[src/hw/rtl/safp_pkg.sv]
package safp_pkg;

   localparam int NUM_SERVOS_DEF = 4;

   localparam logic [7:0] CH_HASH = 8'h23;
   localparam logic [7:0] CH_BANG = 8'h21;
   localparam logic [7:0] CH_P    = 8'h50;
   localparam logic [7:0] CH_ZERO = 8'h30;

   localparam logic [3:0] FRAME_LEN  = 4'd10;
   localparam int         FRAME_CHARS = 8;

   localparam logic [15:0] ANGLE_LOW  = 16'd500;
   localparam logic [15:0] ANGLE_HIGH = 16'd2500;

   typedef enum logic {
      OP_BYTE  = 1'b0,
      OP_QUERY = 1'b1
   } op_type;

   typedef struct packed {
      logic [15:0] angle;
      logic        fresh;
   } entry_type;

endpackage

[src/hw/rtl/safp_ram.sv]
module safp_ram #(
   parameter int WIDTH = 8,
   parameter int DEPTH = 4,
   localparam int ADDR_W = (DEPTH > 1) ? $clog2(DEPTH) : 1
) (
   input  logic              clock,
   input  logic              we,
   input  logic [ADDR_W-1:0] waddr,
   input  logic [WIDTH-1:0]  wdata,
   input  logic              re,
   input  logic [ADDR_W-1:0] raddr,
   output logic [WIDTH-1:0]  rdata
);

   logic [WIDTH-1:0] mem [DEPTH];
   logic [WIDTH-1:0] rdata_ff;

   always_ff @(posedge clock) begin
      if (we) begin
         mem[waddr] <= wdata;
      end
      if (re) begin
         rdata_ff <= mem[raddr];
      end
   end

   assign rdata = rdata_ff;

endmodule

[src/hw/rtl/servo_angle_frame_parser.sv]
// Servo reply parser: takes received UART characters of "#iiiPaaaa!" frames and queries, one
// beat per cycle, and returns exactly one result beat for each. A frame whose id is below
// NUM_SERVOS and that has P before the angle stores it in the table and marks it fresh; a query
// returns and clears the fresh mark and gives the angle when it lies in 501..2499. The angle
// table lives in a RAM with a registered read: every beat reads its entry at acceptance, and a
// query writes the cleared mark back when it moves on to the result register, with that write
// forwarded to a read of the same entry at the same edge. An accepted beat waits in stage 1
// and moves on to the result register once that register is free, where its result beat is
// offered; a new beat is taken every cycle while the result side keeps draining.
module servo_angle_frame_parser
   import safp_pkg::*;
#(
   parameter int NUM_SERVOS = NUM_SERVOS_DEF
) (
   input  logic        clock,
   input  logic        reset,
   input  logic        req_tvalid,
   output logic        req_tready,
   input  logic [15:0] req_tdata,   // [7:0] rx_byte, [15:8] servo_id
   input  logic        req_tuser,   // [0] op
   output logic        rsp_tvalid,
   input  logic        rsp_tready,
   output logic [15:0] rsp_tdata    // [0] frame_stored, [1] fresh, [2] angle_in_range,
                                    // [14:3] angle_out, [15] zero
);

   localparam int ADDR_W  = (NUM_SERVOS > 1) ? $clog2(NUM_SERVOS) : 1;
   localparam int ENTRY_W = $bits(entry_type);

   // input decode
   logic              req_fire;
   op_type            req_op;
   logic [7:0]        rx_byte;
   logic [7:0]        servo_id;

   // frame capture
   logic [3:0]        cap_pos_ff, cap_pos_in;
   logic [7:0]        frame_chars_ff [FRAME_CHARS];
   logic [3:0]        pos_step;
   logic              char_we;
   logic [2:0]        char_idx;
   logic              frame_done;
   logic [7:0]        dig_id [3];
   logic [15:0]       dig_ang [4];
   logic [7:0]        dec_id;
   logic [15:0]       dec_angle;
   logic              id_ok;
   logic              query_ok;

   // stage 1
   logic              s1_valid_ff;
   logic              s1_query_ff;
   logic              s1_store_ff;
   logic              s1_hit_ff;
   logic [ADDR_W-1:0] s1_addr_ff;
   logic [15:0]       s1_angle_ff;
   logic              s1_fwd_ff;
   entry_type         s1_fwd_data_ff;
   logic              s1_rvalid_ff;
   logic [ADDR_W-1:0] s1_addr_in;
   logic              s1_go;
   logic              out_free;

   // table
   logic [NUM_SERVOS-1:0] valid_ff;
   logic              ram_we;
   entry_type         ram_wdata;
   logic [ENTRY_W-1:0] ram_q;
   entry_type         rd_entry;
   logic              q_fresh;
   logic              in_range;
   logic [11:0]       angle_out;

   // result
   logic              rsp_valid_ff;
   logic [15:0]       rsp_data_ff;
   logic [15:0]       rsp_data_in;

   assign rx_byte  = req_tdata[7:0];
   assign servo_id = req_tdata[15:8];
   assign req_op   = op_type'(req_tuser);

   assign out_free   = !rsp_valid_ff || rsp_tready;
   assign s1_go      = s1_valid_ff && out_free;
   assign req_tready = !s1_valid_ff || out_free;
   assign req_fire   = req_tvalid && req_tready;

   // ---------------- frame capture ----------------
   always_comb begin
      pos_step = cap_pos_ff;
      if (cap_pos_ff != 4'd0 && cap_pos_ff < FRAME_LEN) begin
         pos_step = cap_pos_ff + 4'd1;
      end
      char_we  = (cap_pos_ff != 4'd0) && (cap_pos_ff <= 4'(FRAME_CHARS));
      char_idx = 3'(cap_pos_ff - 4'd1);
   end

   assign frame_done = (rx_byte != CH_HASH) && (rx_byte == CH_BANG) && (pos_step == FRAME_LEN);

   always_comb begin
      for (int i = 0; i < 3; i++) begin
         dig_id[i] = frame_chars_ff[i] - CH_ZERO;
      end
      for (int i = 0; i < 4; i++) begin
         dig_ang[i] = {8'd0, frame_chars_ff[i + 4]} - {8'd0, CH_ZERO};
      end
      dec_id    = 8'(dig_id[0] * 8'd100 + dig_id[1] * 8'd10 + dig_id[2]);
      dec_angle = 16'(dig_ang[0] * 16'd1000 + dig_ang[1] * 16'd100 +
                      dig_ang[2] * 16'd10 + dig_ang[3]);
   end

   assign id_ok    = ({1'b0, dec_id} < 9'(NUM_SERVOS)) && (frame_chars_ff[3] == CH_P);
   assign query_ok = {1'b0, servo_id} < 9'(NUM_SERVOS);

   always_comb begin
      cap_pos_in = cap_pos_ff;
      if (req_fire && req_op == OP_BYTE) begin
         if (rx_byte == CH_HASH) begin
            cap_pos_in = 4'd1;
         end else if (frame_done) begin
            cap_pos_in = 4'd0;
         end else begin
            cap_pos_in = pos_step;
         end
      end
   end

   always_ff @(posedge clock) begin
      if (reset) begin
         cap_pos_ff <= 4'd0;
      end else begin
         cap_pos_ff <= cap_pos_in;
      end
   end

   always_ff @(posedge clock) begin
      if (req_fire && req_op == OP_BYTE && rx_byte != CH_HASH && char_we) begin
         frame_chars_ff[char_idx] <= rx_byte;
      end
   end

   // ---------------- stage 1: table read-modify-write ----------------
   assign s1_addr_in = (req_op == OP_QUERY) ? servo_id[ADDR_W-1:0] : dec_id[ADDR_W-1:0];

   always_ff @(posedge clock) begin
      if (reset) begin
         s1_valid_ff <= 1'b0;
      end else if (req_tready) begin
         s1_valid_ff <= req_tvalid;
      end
   end

   always_ff @(posedge clock) begin
      if (req_fire) begin
         s1_query_ff    <= (req_op == OP_QUERY);
         s1_store_ff    <= (req_op == OP_BYTE) && frame_done && id_ok;
         s1_hit_ff      <= query_ok;
         s1_addr_ff     <= s1_addr_in;
         s1_angle_ff    <= dec_angle;
         // forward the write leaving stage 1 now; the RAM returns the old word
         s1_fwd_ff      <= ram_we && (s1_addr_ff == s1_addr_in);
         s1_fwd_data_ff <= ram_wdata;
         s1_rvalid_ff   <= valid_ff[s1_addr_in];
      end
   end

   always_comb begin
      if (s1_fwd_ff) begin
         rd_entry = s1_fwd_data_ff;
      end else if (s1_rvalid_ff) begin
         rd_entry = entry_type'(ram_q);
      end else begin
         rd_entry = '0;
      end
      q_fresh  = s1_query_ff && s1_hit_ff && rd_entry.fresh;
      in_range = q_fresh && (rd_entry.angle > ANGLE_LOW) && (rd_entry.angle < ANGLE_HIGH);
      angle_out = in_range ? rd_entry.angle[11:0] : 12'd0;
      ram_we   = s1_go && (s1_store_ff || q_fresh);
      if (s1_store_ff) begin
         ram_wdata.angle = s1_angle_ff;
         ram_wdata.fresh = 1'b1;
      end else begin
         ram_wdata.angle = rd_entry.angle;
         ram_wdata.fresh = 1'b0;
      end
   end

   safp_ram #(
      .WIDTH (ENTRY_W),
      .DEPTH (NUM_SERVOS)
   ) u_table (
      .clock (clock),
      .we    (ram_we),
      .waddr (s1_addr_ff),
      .wdata (ram_wdata),
      .re    (req_fire),
      .raddr (s1_addr_in),
      .rdata (ram_q)
   );

   // entries never written read as zero
   always_ff @(posedge clock) begin
      if (reset) begin
         valid_ff <= '0;
      end else if (ram_we) begin
         valid_ff[s1_addr_ff] <= 1'b1;
      end
   end

   // ---------------- result register ----------------
   assign rsp_data_in = {1'b0, angle_out, in_range, q_fresh, s1_store_ff};

   always_ff @(posedge clock) begin
      if (reset) begin
         rsp_valid_ff <= 1'b0;
      end else if (s1_go) begin
         rsp_valid_ff <= 1'b1;
      end else if (rsp_tready) begin
         rsp_valid_ff <= 1'b0;
      end
   end

   always_ff @(posedge clock) begin
      if (s1_go) begin
         rsp_data_ff <= rsp_data_in;
      end
   end

   assign rsp_tvalid = rsp_valid_ff;
   assign rsp_tdata  = rsp_data_ff;

   // ---------------- assertions ----------------
   a_no_write_on_stall: assert property (@(posedge clock) disable iff (reset)
      (s1_valid_ff && !out_free) |-> !ram_we)
      else $error("table written while stage 1 is stalled");

   a_store_xor_query: assert property (@(posedge clock) disable iff (reset)
      rsp_tvalid |-> !(rsp_tdata[0] && rsp_tdata[1]))
      else $error("result marks both frame stored and fresh");

   a_range_needs_fresh: assert property (@(posedge clock) disable iff (reset)
      (rsp_tvalid && rsp_tdata[2]) |-> rsp_tdata[1])
      else $error("in-range angle without fresh flag");

   a_pos_bound: assert property (@(posedge clock) disable iff (reset)
      cap_pos_ff <= FRAME_LEN)
      else $error("frame position beyond frame length");

   a_valid_after_write: assert property (@(posedge clock) disable iff (reset)
      ram_we |=> valid_ff[$past(s1_addr_ff)])
      else $error("written entry not marked valid");

endmodule

[config.mk]
export PLATFORM = sky130hd
export DESIGN_NAME = servo_angle_frame_parser
export DESIGN_NICKNAME = d
export VERILOG_FILES = /design/src/hw/rtl/safp_pkg.sv /design/src/hw/rtl/safp_ram.sv /design/src/hw/rtl/servo_angle_frame_parser.sv
export SDC_FILE = /design/constraint.sdc
export NUM_CORES = 1
export LEC_CHECK = 0
export ABC_CLOCK_PERIOD_IN_PS = 20500
export BUFFER_PORTS_ARGS = -buffer_cell sky130_fd_sc_hd__clkbuf_2
export CAP_MARGIN = 20
export CORE_MARGIN = 2
export CORE_UTILIZATION = 30
export CTS_CLUSTER_SIZE = 30
export DETAILED_ROUTE_END_ITERATION = 10
export PLACE_DENSITY = 0.55
export SYNTH_ARGS = -nofsm -noshare
export SYNTH_HDL_FRONTEND = slang
export SYNTH_SLANG_ARGS = --single-unit
[constraint.sdc]
create_clock -name clock -period 20.5 [get_ports clock]
set_clock_uncertainty 0.05 [all_clocks]
set_input_delay 0 -clock clock [delete_from_list [all_inputs] [get_ports clock]]
set_output_delay 0 -clock clock [all_outputs]
set_load 0.005 [all_outputs]
==> flow_summary_export.csv, run 1 <==
group,metric,value,unit
cells_and_area,final_util,34.7,%
clocking,numCtsBuffers,23,
clocking,cts.path.max_buffers,3,
worst_setup_path,crit_path_start,"frame_chars_ff[4][4]$_DFFE_PP_",
pwr,swShare,23.2,%
detailed_routing,routedWlPerCell,15.3,um
worst_setup_path,worstPathMaxFanout,5,
place,routabilityCongestion,0.785,
sta,hold_violations,0,
detailed_routing,via_per_inst,4.58,
sta,setup-tns-final,0,ns
pwr,pwr-share-clk,39.9,%
floorplan,start_util,30.3,%
worst_setup_path,critical_path_required,20.72,ns
clocking,hold_buffers,15,
cells_and_area,fin_nets,1278,
pwr,total_power,0.970,mW
global_routing,gr-total-overflow,0,
cells_and_area,syn_to_final_growth,14.3,%
detailed_routing,finalWirelength,24900,um
yosys,synth_edf_count,201,
pwr,p_sw,0.225,mW
clocking,post-cts-setup-buffers,0,
clocking,clk_pin_slew,0.07,ns
detailed_routing,drc,0,
worst_setup_path,endpoint_kind,"register",
job,drv_cap,0,
pwr,intPower,0.745,mW
clocking,cts_tree,"yes",
yosys,ys.flop_type,"edfxtp_1",
floorplan,chipWidth,207,um
yosys,syn_avg_cell_area,12.2,um^2
global_routing,antenna_found_initial,1,
pwr,power_density,68.6,nW/um^2
worst_setup_path,crit_type,"register to register",
yosys,yosysWarnings,0,
sta,finalMaxSlewViolations,0,
cells_and_area,drive_above_1_share,8.65,%
floorplan,core_area,40700,um^2
clocking,cts_max_level,1,
worst_setup_path,start_kind,"register",
pwr,leakagePower,5.81,nW
yosys,syn_area,12400,um^2
clocking,cts.sinks,211,
worst_setup_path,r2r-end,"s1_angle_ff[15]$_DFFE_PP_",
pwr,comb_power_share,8.5,%
global_routing,first_global_vias,7571,
detailed_routing,drtIter0Drc,475,
cells_and_area,final_cell_mix,"edfxtp_1, inv_1, ha_1",
yosys,seq_area_frac_synth,50.4,%
place,dp_hpwl,17500,um
detailed_routing,ant_nets,0,
clocking,clock_latency,0.53,ns
cells_and_area,layout_commonest_cell,"edfxtp_1",
sta,finalSetupViolations,0,
sta,layout_min_cycle_time,6.76,ns
global_routing,track_usage,11.6,%
floorplan,die_h,207,um
place,port_buffers,37,
worst_setup_path,reg2reg_slack,13.74,ns
worst_hold_path,min_path_type,"primary input to register",
worst_setup_path,rr_startpoint,"frame_chars_ff[4][4]$_DFFE_PP_",
global_routing,grt_pass1_wl,40200,um
sta,rsz0062_at_grt,"no",
clocking,cts_resized,0,
sta,tightest_slew,1.05,ns
worst_setup_path,cp.arrival,6.98,ns
worst_setup_path,r2r_cells,22,
floorplan,rows,74,
floorplan,ioPinCount,39,
detailed_routing,num_vias,7465,
sta,finalCritPeriodShare,33.0,%
cells_and_area,diodes,0,
yosys,synth.distinct_cells,56,
pwr,p_seq_share,51.7,%
yosys,async_flop_share,0,%
yosys,postSynthCellCount,1013,
yosys,synth-seq-cells,211,
sta,slew-limit-headroom,30.2,%
yosys,syn_nets,1209,
pwr,ir_drop,0.0000531,V
sta,max_freq,148,MHz
floorplan,die_area,42900,um^2
global_routing,grt_max_degree,39,
worst_setup_path,crit_path_end,"s1_angle_ff[15]$_DFFE_PP_",
detailed_routing,firstDrtPassIters,5,
clocking,cts_root_buffer,"clkbuf_16",
run_status,status,"completed",
area by class of cell:
cell class	count	area, um^2
Clock inverter	3	32.5
Multi-Input combinational cell	628	5510
Clock buffer	38	652
Tap cell	532	666
Sequential cell	211	6240
Inverter	151	567
Timing Repair Buffer	67	465
Fill cell	4047	26600
logic make-up (layout without fill, tap and decap cells):
kind of cell / Yosys count / after routing / synth area share, %
compound gates: 140 / 140 / 7.18
simple gates: 218 / 218 / 8.42
flops: 211 / 211 / 50.4
xor+xnor: 78 / 78 / 5.64
mux: 16 / 16 / 1.32
other cells: 1 / 1 / 0.0303
buf+inv: 174 / 259 / 5.32
fa+ha+maj: 175 / 175 / 21.7
cells in the mapped netlist, types with 4 or more instances:
cell	n	share of area (%)
a22oi_1	17	1.0
nor2_1	37	1.1
xnor2_1	55	3.9
nand2_1	99	3.0
nor3_1	8	0.32
nand3_1	8	0.32
a31oi_1	21	1.1
dfxtp_1	10	1.6
ha_1	110	11
a21oi_1	34	1.4
nor2b_1	12	0.61
o21ai_0	28	1.1
and3_1	20	1.0
mux2i_1	14	1.1
fa_1	65	11
xor2_1	22	1.6
a21o_1	17	1.0
inv_1	149	4.5
edfxtp_1	201	49
or3_1	6	0.30
nand2b_1	6	0.30
clkbuf_1	19	0.58
o21a_1	4	0.24
state kept, by name, summed over array words and instances, names as in the netlist, 4 cells and up:
name,cells
frame_chars_ff,61
cap_pos_ff,4
u_table.rdata,17
valid_ff,4
s1_fwd_data_ff,17
s1_angle_ff,16
u_table.mem,68
rsp_tdata,15
routing by layer:
metal | vias to the layer above | global-route usage, % | wire [um]
met5 | - | 0 | 13
met4 | 2 | 2.56 | 427
met3 | 30 | 1.88 | 1010
met2 | 120 | 19.0 | 11500
met1 | 3677 | 16.1 | 12000
li1 | 3636 | - | -
worst max-delay path: stages (launching register included):
cell,delay (ns)
edfxtp_1,0.43
inv_1,0.14
ha_1,0.44
xor2_1,0.30
fa_1,0.47
fa_1,0.54
inv_1,0.05
fa_1,0.53
inv_1,0.04
ha_1,0.34
nand2_1,0.08
o21ai_0,0.08
or3_1,0.32
nand2_1,0.11
fa_1,0.45
fa_1,0.54
inv_1,0.04
ha_1,0.35
a21oi_1,0.16
nor2b_1,0.08
a311o_1,0.35
a31oi_1,0.18
xnor3_1,0.42
how the worst min path moves through the flow:
stage / to / from / cells after the start
3_3_place_gp: s1_hit_ff$_DFFE_PP_ / req_tdata[15] / 2
3_5_place_dp: s1_hit_ff$_DFFE_PP_ / req_tdata[15] / 2
6_report: u_table.rdata[0]$_DFFE_PP_ / req_tdata[9] / 4
2_1_floorplan: frame_chars_ff[0][0]$_DFFE_PP_ / req_tdata[0] / 0
5_1_grt: u_table.rdata[2]$_DFFE_PP_ / req_tdata[9] / 4
4_1_cts: u_table.rdata[0]$_DFFE_PP_ / req_tdata[9] / 4
per-stage QoR:
stage	hold WS (ns)	cells	worst slack [ns]	instance area, um^2
after floorplan	0.0489	1013	14.09	12400
final	0.0834	1630	13.74	14100
after global routing	0.0841	1630	13.29	14100
after detailed placement	0.248	1571	13.70	13300
after CTS	0.0777	1627	13.71	14100
after global placement	0.246	1570	13.83	13200
power by group through the flow:
stage                     registers (mW)  logic, mW  clock network, mW
after global routing               0.502     0.0929              0.417
after CTS                          0.501     0.0831              0.396
after floorplan                    0.507     0.0560                  0
after global placement             0.510     0.0790                  0
after detailed placement           0.510     0.0805                  0
final                              0.501     0.0819              0.387
Power figures use the tool's default switching activity.
==> run 2: changes to the inputs <==
- ABC_CLOCK_PERIOD_IN_PS: 20500 -> 5600
- PLACE_DENSITY: 0.55 -> 0.57
- clock period: 20.5 -> 5.6 ns (I/O delays scaled with it)
==> run 2 against run 1 <==
  * The run now ends with setup timing left
  * Non-clock buffer count grew 50
  * Sequential share of layout area is 1.9 points lower
  * Maximum frequency grew 13%
  * Clock power rose to 3.7 times the previous value
  * Worst setup slack lost 14 ns
  * Sequential cell count is the same
==> flow_summary_export.csv, run 2 (synthesis gave the netlist of run 1 again) <==
group,metric,value,unit
cells_and_area,multi_input_area,5750,um^2
run_status,status,"complete, but fails checks",
sta,finalSetupViolations,3,
worst_setup_path,rr_startpoint,"frame_chars_ff[4][5]$_DFFE_PP_",
sta,setup-tns-final,-0.619,ns
cells_and_area,drive_above_1_share,16.5,%
worst_setup_path,crit_path_end,"s1_angle_ff[15]$_DFFE_PP_",
detailed_routing,finalWirelength,25300,um
detailed_routing,firstDrtPassIters,7,
worst_setup_path,crit_slowest_cell,"fa_1",
floorplan,die_area,42900,um^2
clocking,cts.path.max_buffers,3,
worst_setup_path,cp_common_cell,"fa_1",
cells_and_area,nFillCells,4011,
clocking,cts_root_buffer,"clkbuf_16",
pwr,total_power,3.63,mW
sta,setup_ws,-0.377,ns
cells_and_area,top_register,"u_table.mem",
worst_setup_path,critical_path_required,5.82,ns
pwr,intPower,2.79,mW
global_routing,gr-total-overflow,0,
worst_setup_path,endpoint_kind,"register",
worst_setup_path,crit_path_start,"frame_chars_ff[4][5]$_DFFE_PP_",
clocking,clock_latency,0.53,ns
worst_hold_path,min_path_type,"primary input to register",
job,drv_cap,0,
clocking,numCtsBuffers,23,
detailed_routing,ant_nets,0,
global_routing,track_usage,11.7,%
cells_and_area,diodes,0,
cells_and_area,final_cell_mix,"edfxtp_1, inv_1, ha_1",
cells_and_area,fin_nets,1328,
run_status,violations,"setup timing",
pwr,power_density,246,nW/um^2
detailed_routing,drc,0,
worst_setup_path,worstPathMaxFanout,3,
global_routing,grt_pass1_wl,40700,um
sta,finalCritPeriodShare,107,%
cells_and_area,syn_to_final_growth,19.4,%
worst_setup_path,r2r-end,"s1_angle_ff[15]$_DFFE_PP_",
clocking,clk_pin_slew,0.07,ns
pwr,pwr-share-clk,39.7,%
floorplan,die_h,207,um
cells_and_area,layout_commonest_cell,"edfxtp_1",
worst_setup_path,start_kind,"register",
pwr,p_seq_share,50.5,%
floorplan,rows,74,
detailed_routing,drtIter0Drc,389,
detailed_routing,via_per_inst,4.58,
cells_and_area,largest_reg_flops,68,
worst_setup_path,reg2reg_slack,-0.38,ns
sta,slew-limit-headroom,27.1,%
sta,hold_violations,0,
detailed_routing,num_vias,7685,
sta,layout_min_cycle_time,5.98,ns
worst_setup_path,crit_chain,"ha_4, xnor2_4, ha_1, inv_1, fa_1, inv_1, fa_1, inv_1, fa_1, inv_2, ha_4, or3_1, nand2_1, fa_1, fa_1, inv_2, ha_4, a21oi_4, nor2b_4, a311o_1, a31oi_1, xnor3_1",
pwr,ir_drop,0.000201,V
floorplan,start_util,30.3,%
clocking,cts_tree,"yes",
floorplan,ioPinCount,39,
place,dp_hpwl,18100,um
pwr,comb_power_share,9.8,%
floorplan,chipWidth,207,um
cells_and_area,regArea,6240,um^2
global_routing,grt_max_degree,39,
sta,finalMaxSlewViolations,0,
pwr,p_sw,0.841,mW
worst_setup_path,crit_type,"register to register",
floorplan,core_area,40700,um^2
pwr,leakagePower,6.11,nW
clocking,cts_max_level,1,
place,port_buffers,37,
global_routing,antenna_found_initial,0,
cells_and_area,reg_top3,"u_table.mem x68, frame_chars_ff x61",
place,routabilityCongestion,0.776,
sta,max_freq,167,MHz
global_routing,first_global_vias,7743,
sta,tightest_slew,1.09,ns
sta,hold_slack,0.0700,ns
pwr,swShare,23.1,%
sta,rsz0062_at_grt,"yes",
worst_setup_path,r2r_cells,22,
clocking,cts.sinks,211,
worst_setup_path,cp.arrival,6.20,ns
worst_setup_path,cpPeakStageDelay,0.53,ns
detailed_routing,routedWlPerCell,15.1,um
## run 2: cell count changes in the layout (fill, tap and decap cells not counted), sizes merged
| cell | before | now |
|---|---|---|
| buf | 13 | 65 |
| clkbuf | 77 | 70 |
| clkinv | 1 | 6 |
| inv | 153 | 152 |
## run 2: how the worst min path moves through the flow
stage	startpoint	endpoint	slack [ns]	depth (start not counted)
6_report	req_tdata[9]	u_table.rdata[2]$_DFFE_PP_	0.07	4
5_1_grt	req_tdata[9]	u_table.rdata[2]$_DFFE_PP_	0.08	4
3_5_place_dp	req_tdata[15]	s1_hit_ff$_DFFE_PP_	0.24	2
3_3_place_gp	req_tdata[15]	s1_hit_ff$_DFFE_PP_	0.24	2
2_1_floorplan	req_tdata[0]	frame_chars_ff[0][0]$_DFFE_PP_	0.05	0
4_1_cts	req_tdata[9]	u_table.rdata[2]$_DFFE_PP_	0.06	4
## run 2: what timing repair did
item	in CTS	in global routing
setup buffers	4	2
hold endpoints to repair	98	0
setup endpoints to repair	4	5
resized for setup	13	15
pin swaps	11	11
hold buffers	15	0
## run 2: power by group through the flow
stage | clock [mW] | combinational, mW | sequential [mW]
3_3_place_gp | 0 | 0.327 | 1.87
6_report | 1.44 | 0.354 | 1.83
2_1_floorplan | 0 | 0.213 | 1.86
4_1_cts | 1.48 | 0.347 | 1.83
5_1_grt | 1.54 | 0.396 | 1.84
3_5_place_dp | 0 | 0.331 | 1.87
## run 2: worst max-delay path, delay by kind of cell (launching register included)
kind            cells  cell delay [ns]
compound gates      3             0.56
buf+inv             5             0.24
flops               1             0.48
simple gates        3             0.47
xor+xnor            2             0.56
fa+ha+maj           9             3.34
## run 2: metal layers
layer	track usage (%)	vias up	share of wire, %
met3	1.53	33	3.8
li1	-	3738	-
met1	15.8	3785	46
met4	2.96	0	2.3
met5	0	-	0
met2	20.0	129	48
## run 2: layout make-up
class	count	area share, %
well taps	532	4.51
clock buffers	33	4.49
multi-input cells	628	38.9
inverters	151	3.84
clock inverters	7	0.347
repair buffers	117	5.64
flip-flops and latches	211	42.2
## run 2: through the flow
step / area [um^2] / std cells / utilization, % / worst slack [ns]
final: 14800 / 1679 / 36.2 / -0.377
after global routing: 14800 / 1679 / 36.2 / -0.689
after CTS: 14700 / 1677 / 36.1 / -0.405
after detailed placement: 13700 / 1618 / 33.7 / -0.454
after global placement: 13700 / 1617 / 33.7 / -0.362
after floorplan: 12500 / 1013 / - / -0.296
==> run 3: changes to the inputs <==
- SYNTH_HIERARCHICAL: not set -> 1
==> run 3 against run 2 <==
  * Largest cell class unchanged
  * Area after synthesis rose by 0.28%
  * The run still ends with setup timing left
  * Wire length shrank 2.8%
  * Cell count fell by 3.0%
==> flow_summary_export.csv, run 3 <==
group,metric,value,unit
pwr,total_power,3.59,mW
worst_setup_path,cp_common_cell,"inv_2",
global_routing,track_usage,11.4,%
yosys,synth_xor_xnor_area_share,5.66,%
pwr,power_density,241,nW/um^2
cells_and_area,post-route-cell-area,14900,um^2
clocking,cts_tree,"yes",
detailed_routing,num_vias,7334,
cells_and_area,final_cell_mix,"edfxtp_1, inv_1, ha_1",
job,drv_cap,0,
pwr,ir_drop,0.000194,V
cells_and_area,nFillCells,3926,
detailed_routing,ant_nets,0,
yosys,synthAdderAreaFrac,21.6,%
worst_setup_path,cpPeakStageDelay,0.52,ns
cells_and_area,largest_reg_flops,68,
worst_setup_path,rr_startpoint,"frame_chars_ff[4][4]$_DFFE_PP_",
place,postPlaceCellArea,13800,um^2
global_routing,gr-total-overflow,0,
floorplan,start_util,30.4,%
sta,finalMaxSlewViolations,0,
worst_setup_path,crit_family,"adder cells",
yosys,synth_top_cell_area_share,48.7,%
place,dp_hpwl,18200,um
detailed_routing,firstDrtPassIters,4,
worst_hold_path,min_path_type,"primary input to register",
sta,hold_violations,0,
place,port_buffers,37,
worst_setup_path,start_kind,"register",
clocking,clock_latency,0.52,ns
yosys,synth_edf_count,201,
sta,rsz0062_at_grt,"yes",
yosys,syn_area,12400,um^2
clocking,cts_root_buffer,"clkbuf_16",
detailed_routing,finalWirelength,24600,um
clocking,clk_pin_slew,0.06,ns
pwr,leakagePower,6.03,nW
floorplan,die_area,43000,um^2
yosys,synth_compound_area_share,7.05,%
cells_and_area,syn_to_final_growth,20.3,%
yosys,ys.flop_type,"edfxtp_1",
floorplan,ioPinCount,39,
cells_and_area,regArea,6240,um^2
run_status,violations,"setup timing",
yosys,yosys-top-cells-area,"edfxtp_1, ha_1, fa_1, inv_1, xnor2_1",
global_routing,grt_max_degree,47,
clocking,cts.sinks,211,
floorplan,die_h,207,um
worst_setup_path,crit_slowest_cell,"fa_1",
worst_setup_path,crit_type,"register to register",
worst_setup_path,reg2reg_slack,-0.43,ns
cells_and_area,reg_top3,"u_table/mem x68, frame_chars_ff x61",
worst_setup_path,crit_path_start,"frame_chars_ff[4][4]$_DFFE_PP_",
yosys,synth-seq-cells,211,
cells_and_area,layout_commonest_cell,"edfxtp_1",
detailed_routing,drtIter0Drc,370,
place,dp_slack,-0.480,ns
detailed_routing,drc,0,
cells_and_area,fin_nets,1277,
cells_and_area,drive_above_1_share,19.8,%
clocking,cts.path.max_buffers,3,
sta,finalCritPeriodShare,108,%
clocking,numCtsBuffers,23,
yosys,syn_nets,1139,
worst_setup_path,endpoint_kind,"register",
clocking,cts_max_level,1,
yosys,synth.most_common_cell,"edfxtp_1",
worst_setup_path,cp.arrival,6.24,ns
floorplan,chipWidth,207,um
yosys,synth_top_family_by_area,"adder cells",
cells_and_area,multi_input_area,5830,um^2
yosys,synthTopCellsByCount,"edfxtp_1, inv_1, ha_1",
cells_and_area,diodes,0,
sta,slew-limit-headroom,41.8,%
sta,layout_min_cycle_time,6.03,ns
sta,hold_slack,0.107,ns
yosys,synth.distinct_cells,61,
yosys,synth_top_area_cell,"edfxtp_1",
yosys,synth-simple-area-share,5.67,%
detailed_routing,routedWlPerCell,15.1,um
global_routing,first_global_vias,7461,
worst_setup_path,critical_path_required,5.81,ns
worst_hold_path,hp-start,"req_tdata[9]",
run_status,status,"complete, but fails checks",
global_routing,grt_pass1_wl,39900,um
sta,finalSetupViolations,3,
detailed_routing,via_per_inst,4.50,
floorplan,core_area,40800,um^2
global_routing,antenna_found_initial,0,
cells_and_area,final_util,36.5,%
worst_setup_path,worstPathMaxFanout,4,
yosys,syn_avg_cell_area,13.1,um^2
sta,max_freq,166,MHz
yosys,yosysWarnings,6,
yosys,postSynthCellCount,943,
yosys,seq_area_frac_synth,50.3,%
place,routabilityCongestion,0.750,
floorplan,rows,74,
sta,tightest_slew,0.872,ns
yosys,synthMuxAreaShare,4.32,%
cells_and_area,top_register,"u_table/mem",
yosys,async_flop_share,0,%
worst_setup_path,crit_buf_inv,8,
sta,setup_ws,-0.429,ns
==> run 3: kinds of logic (layout without fill, tap and decap cells) <==
family	after synthesis	after routing
DFF	211	211
adders and majority gates	175	175
buffers and inverters	167	321
AOI/OAI and AO/OA	143	143
and+or+nand+nor	140	140
xor gates and xnor gates	77	77
muxes	29	29
other	1	1
==> run 3: worst paths after layout <==
check | end | depth (start not counted)
min | s1_fwd_ff$_DFFE_PP_ | 4
max reg2reg | s1_angle_ff[15]$_DFFE_PP_ | 27
min reg2reg | s1_angle_ff[0]$_DFFE_PP_ | 0
max | s1_angle_ff[15]$_DFFE_PP_ | 27
==> run 3: through the flow <==
| stage | setup TNS, ns | cells |
|---|---|---|
| floorplan | -0.273 | 943 |
| global placement | -0.756 | 1559 |
| detailed placement | -1.04 | 1561 |
| CTS | -0.740 | 1624 |
| global route | -1.89 | 1629 |
| finish | -0.638 | 1629 |
==> run 3: final cells by class <==
class                   count  area share (%)
clock buffers              27            3.96
clock inverters            14           0.554
inverters                 150            3.79
multi-input cells         565            39.1
flip-flops and latches    211            41.8
well taps                 532            4.46
repair buffers            130            6.32
==> run 3: routing by layer <==
layer / share of wire [%] / GRT usage [%]
met5: 0 / 0
met4: 1.7 / 2.49
met3: 2.9 / 1.47
met2: 48 / 18.9
met1: 48 / 16.2
==> run 3: repair_timing <==
item                       4_1_cts  5_1_grt
pin swaps                       22       13
resized for setup               17       22
setup endpoints to repair        6        6
hold endpoints to repair        86        0
hold buffers                    16        0
setup buffers                    6        1
gates cloned                     0        0
==> run 3: where the power goes <==
group / switching [mW] / total, mW / leakage, nW / internal, mW
Sequential: 0.0303 / 1.84 / 1.95 / 1.81
Combinational: 0.200 / 0.376 / 3.75 / 0.176
Clock: 0.617 / 1.38 / 0.329 / 0.758
==> run 3: tightest hold or removal path: cells and delay by family <==
family,cells,cell delay (ns)
multiplexers,1,0.20
XOR/XNOR,1,0.20
buffers and inverters,1,0.07
AND/OR/NAND/NOR,1,0.04
